<file path="src/rtl/trm_pkg.sv">
// ============================================================================
// trm_pkg
// Shared types and constants for the tetra refinement marker.
// ============================================================================
`default_nettype none

package trm_pkg;

    localparam int unsigned QDEPTH       = 4;
    localparam int unsigned QPTR_W       = 2;
    localparam int unsigned QCNT_W       = 3;
    localparam logic [3:0]  SIGN_SAMPLES = 4'd10;
    localparam logic [3:0]  COUNT_SAT    = 4'd15;

    typedef enum logic [2:0] {
        CFG_SHELL_WIDTH       = 3'd0,
        CFG_CURVATURE_SCALE   = 3'd1,
        CFG_INITIAL_MESH_SIZE = 3'd2,
        CFG_FINE_LEVEL_MIN    = 3'd3,
        CFG_FINE_LEVEL_MAX    = 3'd4,
        CFG_COARSE_LEVEL      = 3'd5
    } t_cfg_idx;

    typedef enum logic [1:0] {
        MARK_KEEP   = 2'd0,
        MARK_REFINE = 2'd1,
        MARK_REMOVE = 2'd2
    } t_mark;

    typedef struct packed {
        logic [30:0] shell_width;
        logic [30:0] curvature_scale;
        logic [30:0] initial_mesh_size;
        logic [3:0]  fine_level_min;
        logic [3:0]  fine_level_max;
        logic [3:0]  coarse_level;
    } t_cfg;

    typedef struct packed {
        logic [30:0] min_abs_dist;
        logic [30:0] max_abs_curv;
        logic        sign_change;
        logic [3:0]  tetra_level;
        logic        is_regular;
    } t_tetra_rec;

    function automatic logic [30:0] abs_sat(input logic [31:0] v);
        logic [31:0] neg;
        neg = ~v + 32'd1;
        if (v == 32'h8000_0000) begin
            return 31'h7FFF_FFFF;
        end else if (v[31]) begin
            return neg[30:0];
        end else begin
            return v[30:0];
        end
    endfunction

endpackage

`default_nettype wire

</file>
<file path="src/rtl/trm_front.sv">
// ============================================================================
// trm_front
// Accumulates the samples of one tetra and emits a record on its barycenter.
// ============================================================================
`default_nettype none

module trm_front (
    input  wire logic                i_clk,
    input  wire logic                i_rst_n,
    input  wire logic                i_accept,
    input  wire logic signed [31:0]  i_dist_req,
    input  wire logic signed [31:0]  i_curvature,
    input  wire logic                i_center_last,
    input  wire logic [3:0]          i_tetra_level,
    input  wire logic                i_is_regular,
    output      logic                o_rec_push,
    output      trm_pkg::t_tetra_rec o_rec
);

    logic [30:0] r_min_abs_dist, n_min_abs_dist;
    logic [30:0] r_max_abs_curv, n_max_abs_curv;
    logic [3:0]  r_nonneg_count;
    logic [30:0] ad;
    logic [30:0] ak;

    always_comb begin
        ad = trm_pkg::abs_sat(i_dist_req);
        ak = trm_pkg::abs_sat(i_curvature);
        n_min_abs_dist = (ad < r_min_abs_dist) ? ad : r_min_abs_dist;
        n_max_abs_curv = (ak > r_max_abs_curv) ? ak : r_max_abs_curv;
    end

    always_comb begin
        o_rec_push           = i_accept && i_center_last;
        o_rec.min_abs_dist   = n_min_abs_dist;
        o_rec.max_abs_curv   = n_max_abs_curv;
        o_rec.sign_change    = (r_nonneg_count != 4'd0) &&
                               (r_nonneg_count != trm_pkg::SIGN_SAMPLES);
        o_rec.tetra_level    = i_tetra_level;
        o_rec.is_regular     = i_is_regular;
    end

    always_ff @(posedge i_clk) begin
        if (!i_rst_n) begin
            r_min_abs_dist <= '1;
            r_max_abs_curv <= '0;
            r_nonneg_count <= '0;
        end else if (i_accept) begin
            if (i_center_last) begin
                r_min_abs_dist <= '1;
                r_max_abs_curv <= '0;
                r_nonneg_count <= '0;
            end else begin
                r_min_abs_dist <= n_min_abs_dist;
                r_max_abs_curv <= n_max_abs_curv;
                if (!i_dist_req[31] && (r_nonneg_count != trm_pkg::COUNT_SAT)) begin
                    r_nonneg_count <= r_nonneg_count + 4'd1;
                end
            end
        end
    end

endmodule

`default_nettype wire

</file>
<file path="src/rtl/trm_queue.sv">
// ============================================================================
// trm_queue
// Short queue of tetra records between the accumulator and the level unit.
// ============================================================================
`default_nettype none

module trm_queue (
    input  wire logic                i_clk,
    input  wire logic                i_rst_n,
    input  wire logic                i_push,
    input  wire trm_pkg::t_tetra_rec i_data,
    output      logic                o_full,
    input  wire logic                i_pop,
    output      logic                o_empty,
    output      trm_pkg::t_tetra_rec o_data
);

    trm_pkg::t_tetra_rec r_mem [trm_pkg::QDEPTH];
    logic [trm_pkg::QPTR_W-1:0] r_wptr;
    logic [trm_pkg::QPTR_W-1:0] r_rptr;
    logic [trm_pkg::QCNT_W-1:0] r_count;
    logic                       do_push;
    logic                       do_pop;

    always_comb begin
        o_full  = (r_count == trm_pkg::QCNT_W'(trm_pkg::QDEPTH));
        o_empty = (r_count == '0);
        do_push = i_push && !o_full;
        do_pop  = i_pop && !o_empty;
        o_data  = r_mem[r_rptr];
    end

    always_ff @(posedge i_clk) begin
        if (do_push) begin
            r_mem[r_wptr] <= i_data;
        end
    end

    always_ff @(posedge i_clk) begin
        if (!i_rst_n) begin
            r_wptr  <= '0;
            r_rptr  <= '0;
            r_count <= '0;
        end else begin
            if (do_push) begin
                r_wptr <= r_wptr + 1'b1;
            end
            if (do_pop) begin
                r_rptr <= r_rptr + 1'b1;
            end
            if (do_push && !do_pop) begin
                r_count <= r_count + 1'b1;
            end else if (do_pop && !do_push) begin
                r_count <= r_count - 1'b1;
            end
        end
    end

    a_count_bound: assert property (@(posedge i_clk) disable iff (!i_rst_n)
        r_count <= trm_pkg::QCNT_W'(trm_pkg::QDEPTH))
        else $error("queue count exceeds depth");

    a_no_pop_empty: assert property (@(posedge i_clk) disable iff (!i_rst_n)
        i_pop |-> !o_empty)
        else $error("queue popped while empty");

    a_no_push_full: assert property (@(posedge i_clk) disable iff (!i_rst_n)
        i_push |-> !o_full)
        else $error("queue pushed while full");

    a_push_grows: assert property (@(posedge i_clk) disable iff (!i_rst_n)
        (do_push && !do_pop) |=> (r_count == $past(r_count) + 1'b1))
        else $error("queue count did not grow on push");

endmodule

`default_nettype wire

</file>
<file path="src/rtl/trm_back.sv">
// ============================================================================
// trm_back
// Three stage level unit: product, level search, clamp and mark decision.
// ============================================================================
`default_nettype none

module trm_back #(
    parameter int unsigned MAX_LEVEL = 15
) (
    input  wire logic                i_clk,
    input  wire logic                i_rst_n,
    input  wire trm_pkg::t_cfg       i_cfg,
    input  wire logic                i_rec_empty,
    input  wire trm_pkg::t_tetra_rec i_rec,
    output      logic                o_rec_pop,
    output      logic                o_empty,
    input  wire logic                i_pop,
    output      logic [1:0]          o_mark,
    output      logic [3:0]          o_target_level
);

    localparam int unsigned TW = $clog2(MAX_LEVEL + 1);
    localparam int unsigned CW = (TW > 4) ? TW : 4;
    localparam int unsigned LW = (MAX_LEVEL > 15) ? (47 + MAX_LEVEL) : 62;

    logic          r_v1, r_v2, r_v3;
    logic          rdy1, rdy2, rdy3;

    logic [61:0]   r_s1_rhs;
    logic          r_s1_in_shell;
    logic [3:0]    r_s1_level;
    logic          r_s1_regular;

    logic [TW-1:0] r_s2_unc, n_s2_unc;
    logic          r_s2_in_shell;
    logic [3:0]    r_s2_level;
    logic          r_s2_regular;

    trm_pkg::t_mark r_s3_mark, n_s3_mark;
    logic [3:0]    r_s3_target, n_s3_target;

    logic [LW-1:0] base;
    logic [LW-1:0] rhs_ext;
    logic [CW-1:0] t_c;

    always_comb begin
        rdy3      = !r_v3 || i_pop;
        rdy2      = !r_v2 || rdy3;
        rdy1      = !r_v1 || rdy2;
        o_rec_pop = !i_rec_empty && rdy1;
        o_empty   = !r_v3;
        o_mark    = r_s3_mark;
        o_target_level = r_s3_target;
    end

    always_comb begin
        base     = LW'({i_cfg.curvature_scale, 16'b0});
        rhs_ext  = LW'(r_s1_rhs);
        n_s2_unc = TW'(MAX_LEVEL);
        for (int n = MAX_LEVEL - 1; n >= 0; n--) begin
            if ((base << n) >= rhs_ext) begin
                n_s2_unc = TW'(n);
            end
        end
    end

    always_comb begin
        t_c = CW'(r_s2_unc);
        if (t_c < CW'(i_cfg.fine_level_min)) begin
            t_c = CW'(i_cfg.fine_level_min);
        end
        if (t_c > CW'(i_cfg.fine_level_max)) begin
            t_c = CW'(i_cfg.fine_level_max);
        end
        n_s3_target = r_s2_in_shell ? t_c[3:0] : i_cfg.coarse_level;
        if ((r_s2_level != n_s3_target) || !r_s2_regular) begin
            n_s3_mark = (r_s2_level <= n_s3_target) ? trm_pkg::MARK_REFINE
                                                    : trm_pkg::MARK_REMOVE;
        end else begin
            n_s3_mark = trm_pkg::MARK_KEEP;
        end
    end

    always_ff @(posedge i_clk) begin
        if (rdy1) begin
            r_s1_rhs      <= 62'(i_cfg.initial_mesh_size) * 62'(i_rec.max_abs_curv);
            r_s1_in_shell <= (i_rec.min_abs_dist <= i_cfg.shell_width) ||
                             i_rec.sign_change;
            r_s1_level    <= i_rec.tetra_level;
            r_s1_regular  <= i_rec.is_regular;
        end
        if (rdy2) begin
            r_s2_unc      <= n_s2_unc;
            r_s2_in_shell <= r_s1_in_shell;
            r_s2_level    <= r_s1_level;
            r_s2_regular  <= r_s1_regular;
        end
        if (rdy3) begin
            r_s3_mark     <= n_s3_mark;
            r_s3_target   <= n_s3_target;
        end
    end

    always_ff @(posedge i_clk) begin
        if (!i_rst_n) begin
            r_v1 <= 1'b0;
            r_v2 <= 1'b0;
            r_v3 <= 1'b0;
        end else begin
            if (rdy1) begin
                r_v1 <= !i_rec_empty;
            end
            if (rdy2) begin
                r_v2 <= r_v1;
            end
            if (rdy3) begin
                r_v3 <= r_v2;
            end
        end
    end

    a_keep_matches: assert property (@(posedge i_clk) disable iff (!i_rst_n)
        (rdy3 && r_v2 && (n_s3_mark == trm_pkg::MARK_KEEP))
            |=> (r_s3_target == $past(r_s2_level)))
        else $error("keep mark with differing level");

    a_stall_holds: assert property (@(posedge i_clk) disable iff (!i_rst_n)
        (r_v2 && r_v3 && !i_pop) |=> (r_v2 && $stable(r_s2_unc)))
        else $error("level stage lost data under stall");

    a_result_holds: assert property (@(posedge i_clk) disable iff (!i_rst_n)
        (r_v3 && !i_pop) |=> (r_v3 && $stable(r_s3_mark) && $stable(r_s3_target)))
        else $error("waiting result changed before it was taken");

endmodule

`default_nettype wire

</file>
<file path="src/rtl/tetra_refinement_marker_unit.sv">
// ============================================================================
// tetra_refinement_marker_unit
// Marks tetrahedra for refinement or removal from streamed sample data.
// ============================================================================
// Throughput: one sample transaction per cycle while the record queue is not full.
// A result passes through the record queue and the product, level search
// and mark stage registers before it shows on the result side.
// A four-entry record queue lets the sample side run while results wait.
// Reset: synchronous active-low; accumulators, queue and pipeline clear and
// the configuration registers return to their defaults.
`default_nettype none

module tetra_refinement_marker_unit #(
    parameter int unsigned MAX_LEVEL = 15
) (
    input  wire logic               i_clk,
    input  wire logic               i_rst_n,
    input  wire logic               push,
    output      logic               full,
    input  wire logic signed [31:0] i_dist_req,
    input  wire logic signed [31:0] i_curvature,
    input  wire logic               i_center_last,
    input  wire logic [3:0]         i_tetra_level,
    input  wire logic               i_is_regular,
    output      logic               empty,
    input  wire logic               pop,
    output      logic [1:0]         o_mark,
    output      logic [3:0]         o_target_level,
    input  wire logic               i_cfg_we,
    input  wire logic [2:0]         i_cfg_idx,
    input  wire logic [30:0]        i_cfg_wdata
);

    trm_pkg::t_cfg       r_cfg;
    trm_pkg::t_tetra_rec front_rec;
    trm_pkg::t_tetra_rec q_rec;
    logic                front_push;
    logic                q_empty;
    logic                q_pop;
    logic                accept;

    assign accept = push && !full;

    always_ff @(posedge i_clk) begin
        if (!i_rst_n) begin
            r_cfg.shell_width       <= 31'd0;
            r_cfg.curvature_scale   <= 31'd65536;
            r_cfg.initial_mesh_size <= 31'd65536;
            r_cfg.fine_level_min    <= 4'd0;
            r_cfg.fine_level_max    <= 4'd0;
            r_cfg.coarse_level      <= 4'd0;
        end else if (i_cfg_we) begin
            unique case (i_cfg_idx)
                trm_pkg::CFG_SHELL_WIDTH:       r_cfg.shell_width       <= i_cfg_wdata;
                trm_pkg::CFG_CURVATURE_SCALE:   r_cfg.curvature_scale   <= i_cfg_wdata;
                trm_pkg::CFG_INITIAL_MESH_SIZE: r_cfg.initial_mesh_size <= i_cfg_wdata;
                trm_pkg::CFG_FINE_LEVEL_MIN:    r_cfg.fine_level_min    <= i_cfg_wdata[3:0];
                trm_pkg::CFG_FINE_LEVEL_MAX:    r_cfg.fine_level_max    <= i_cfg_wdata[3:0];
                trm_pkg::CFG_COARSE_LEVEL:      r_cfg.coarse_level      <= i_cfg_wdata[3:0];
                default: begin
                end
            endcase
        end
    end

    trm_front u_front (
        .i_clk         (i_clk),
        .i_rst_n       (i_rst_n),
        .i_accept      (accept),
        .i_dist_req    (i_dist_req),
        .i_curvature   (i_curvature),
        .i_center_last (i_center_last),
        .i_tetra_level (i_tetra_level),
        .i_is_regular  (i_is_regular),
        .o_rec_push    (front_push),
        .o_rec         (front_rec)
    );

    trm_queue u_queue (
        .i_clk   (i_clk),
        .i_rst_n (i_rst_n),
        .i_push  (front_push),
        .i_data  (front_rec),
        .o_full  (full),
        .i_pop   (q_pop),
        .o_empty (q_empty),
        .o_data  (q_rec)
    );

    trm_back #(
        .MAX_LEVEL (MAX_LEVEL)
    ) u_back (
        .i_clk          (i_clk),
        .i_rst_n        (i_rst_n),
        .i_cfg          (r_cfg),
        .i_rec_empty    (q_empty),
        .i_rec          (q_rec),
        .o_rec_pop      (q_pop),
        .o_empty        (empty),
        .i_pop          (pop),
        .o_mark         (o_mark),
        .o_target_level (o_target_level)
    );

endmodule

`default_nettype wire
</file>
<file path="config.mk">
export PLATFORM = sky130hd
export DESIGN_NAME = tetra_refinement_marker_unit
export DESIGN_NICKNAME = d
export VERILOG_FILES = /design/src/rtl/trm_pkg.sv /design/src/rtl/trm_front.sv /design/src/rtl/trm_queue.sv /design/src/rtl/trm_back.sv /design/src/rtl/tetra_refinement_marker_unit.sv
export SDC_FILE = /design/constraint.sdc
export NUM_CORES = 2
export LEC_CHECK = 0
export ABC_AREA = 1
export BUFFER_PORTS_ARGS = -buffer_cell sky130_fd_sc_hd__buf_2
export CAP_MARGIN = 20
export CORE_ASPECT_RATIO = 0.8
export CORE_MARGIN = 2
export CORE_UTILIZATION = 45
export DETAILED_ROUTE_END_ITERATION = 10
export PLACE_DENSITY = 0.66
export SETUP_SLACK_MARGIN = 0.4
export SYNTH_ARGS = -nofsm -noshare
export SYNTH_HDL_FRONTEND = slang
export SYNTH_SLANG_ARGS = --single-unit
</file>
<file path="constraint.sdc">
create_clock -name i_clk -period 10.68 [get_ports i_clk]
set_input_delay 1.602 -clock i_clk [delete_from_list [all_inputs] [get_ports i_clk]]
set_output_delay 1.602 -clock i_clk [all_outputs]
set_load 0.01 [all_outputs]
</file>
==> metrics.txt <==
std cell rows=125; core outline area=0.145 sq mm; Most Frequent Cell on Critical Path=fa_1; commonest cells in the netlist=inv_1, nand2_1, nor2_1; sequential share of the synthesized area=0.218; Iteration-0 DRC Markers=5004; crit end category=flip-flop; Startpoint Class=flip-flop; vias post-DR=54386; fin cells=9827; CTS resizes=0; Min Clock Period, post-route=9420 ps; synthesized area=0.0659 sq mm; post-synthesis cell count=7840; Final ANT Viol Nets=0; placed cell count=9724; synth warn=0; largest net degree at the start of global routing=106; total wire length=210 mm; crit path DAT=9780 ps; flops & latches, synth=539; Netlist cell types=66; Reg clk slew, reported paths=70 ps; final setup vio count=0; Area contributors post-synth=fa_1, edfxtp_1, ha_1, inv_1, nand2_1; clock root buffer=clkbuf_16; Nets=9658; DIE AREA=0.150 sq mm; Mapped Nets=9621; RePlAce Congestion=0.996; status=completed; fin. max-slew vios=0; top-area cell type share of the netlist area=0.254; drt drc=0; CTS sink count=539; Avg WL per Cell=21.4 um; worst-path fanout max=49; Min-Delay Path Class=flip-flop to flip-flop; kind of critical path=flip-flop to flip-flop; cell with the most instances after synthesis=inv_1; Starting Density=0.454; hpwl dp=163 mm; PortBufs=116; synth-to-layout area growth=7.24%; Die H=346 um; initial antenna violation count=3; Top Ports=117; Worst path max stage delay=830 ps; # fillers=13779; H-Tree Depth=2; power per cell area=279 mW/mm^2; Avg Inst Size Synth=8.41 sq um; Clock Latency Late Sink=630 ps; drt pass-1 iters=8; die width=432 um; Num CTS Buffers=53; unrepaired setup endpoints after global routing=no; Top FF cell, synth=edfxtp_1; CTS max path bufs=3; final worst path period share=0.882; Slew headroom=0.192; Synth area leader=fa_1; Leakage=34.6 nW; Setup TNS=0 ps; number of global-route vias before repair=53998; max cap viols=0; routed vias/inst=5.53; worst clock skew=23.6 ps; actual slew at the worst max-slew pin=1210 ps; GRT Total Usage=0.280; Async S/R FF share, synth=0; GRT Residual Overflow=0; Post-DP Area=0.0689 sq mm; Finished Cell Area=0.0707 sq mm; layout cells sized above 1=0.0520; Post-CTS Setup Inserts=0; CTS tree=built; global-route wire length before repair=323 mm; fmax=106 MHz; CTS Hold Buffers Added=0; required time of the worst setup path=11050 ps; Peak VDD IR=0.000378 V; Critical Path Slowest Stage Cell=nand2_1; Post-synth EDFFs=356; endpoints failing hold=0
-- kinds of logic after synthesis --
kind of cell | Yosys count | share of synthesized area
simple gates | 2772 | 0.171
fa+ha+maj | 1672 | 0.413
buf+inv | 1678 | 0.0961
xor+xnor | 92 | 0.0122
flops | 539 | 0.218
compound gates | 1087 | 0.0906
-- critical path, delay by kind of cell, from the launching register on --
kind            cells  cell delay, ps
simple gates        9            2110
xor+xnor            1             160
compound gates      3             730
flops               1             350
fa+ha+maj           9            4510
buf+inv             7            1250
-- final timing paths --
| check | startpoint | to | slack [ps] | cells after the start |
|---|---|---|---|---|
| max reg2reg | flip-flop | u_back.r_s1_rhs[58] | 1260 | 29 |
| min reg2reg | u_back.r_s1_level[2] | u_back.r_s2_level[2] | 430 | 0 |
| max | flip-flop | u_back.r_s1_rhs[58] | 1260 | 29 |
| min | u_back.r_s1_level[2] | u_back.r_s2_level[2] | 430 | 0 |
-- area by class of cell --
type,count,area [sq um],share of cell area
Antenna cell,1,2.50,0.0000354
Tap cell,1905,2380,0.0337
Sequential cell,539,14400,0.203
Clock buffer,80,1520,0.0215
Clock inverter,19,219,0.00310
Multi-Input combinational cell,5623,45300,0.641
Timing Repair Buffer,253,1650,0.0233
Inverter,1407,5290,0.0747
-- where the power goes --
part | switching (mW) | leakage [nW] | internal (mW) | total, mW
combinational | 9.99 | 28.8 | 4.84 | 14.8
sequential | 0.131 | 4.90 | 2.87 | 3.00
clock | 0.830 | 0.849 | 1.07 | 1.90
-- stage by stage --
| step | utilization | hold slack, ps | setup slack, ps | power (mW) |
|---|---|---|---|---|
| floorplan | - | 400 | 2690 | 12.8 |
| global placement | 0.474 | 403 | 1510 | 17.3 |
| detailed placement | 0.474 | 415 | 1370 | 17.5 |
| CTS | 0.486 | 430 | 1350 | 19.5 |
| global route | 0.487 | 443 | 766 | 21.5 |
| finish | 0.487 | 428 | 1260 | 19.7 |
-- placed cells by master, fill, tap and decap left out, types with 9 or more instances in the layout --
cell          n
buf_4       133
dfxtp_1     181
or2_2         9
o22ai_1      36
o21bai_1     10
o211ai_1     18
o21a_1       37
clkbuf_16    55
and2_1       13
o21ai_2      10
nor4_1       24
nor3_1       61
o21ai_1      13
a21o_1       16
nand4_1      77
a31oi_1      37
a21oi_1     507
inv_1      1370
ha_1        834
nand2_1    1367
nor2_1      998
buf_2       116
xor2_1       56
inv_2        10
xnor2_1      36
nand3_1     166
a211oi_1     17
o21ai_0     343
fa_1        838
clkbuf_1     20
edfxtp_1    356
clkinv_1     27
-- flip-flops by register name (all words and copies together) (netlist names), 2 cells and up, named ones only --
name	cells
u_back.r_s2_unc	4
u_queue.r_wptr	2
u_back.o_target_level	4
u_queue.r_rptr	2
u_queue.r_count	3
u_back.r_s1_level	4
u_back.r_s2_level	4
u_back.o_mark	2
u_queue.r_mem	272
u_front.r_min_abs_dist	31
u_back.r_s1_rhs	62
r_cfg	105
u_front.r_nonneg_count	4
u_front.r_max_abs_curv	31
-- metal layers --
metal,vias to the layer above,global-route usage,share of wire
li1,25023,-,-
met1,26553,0.401,0.44
met2,2443,0.417,0.42
met3,363,0.0784,0.11
met4,4,0.0696,0.028
met5,-,0,0.00013
(Power assumes the default switching activity.)
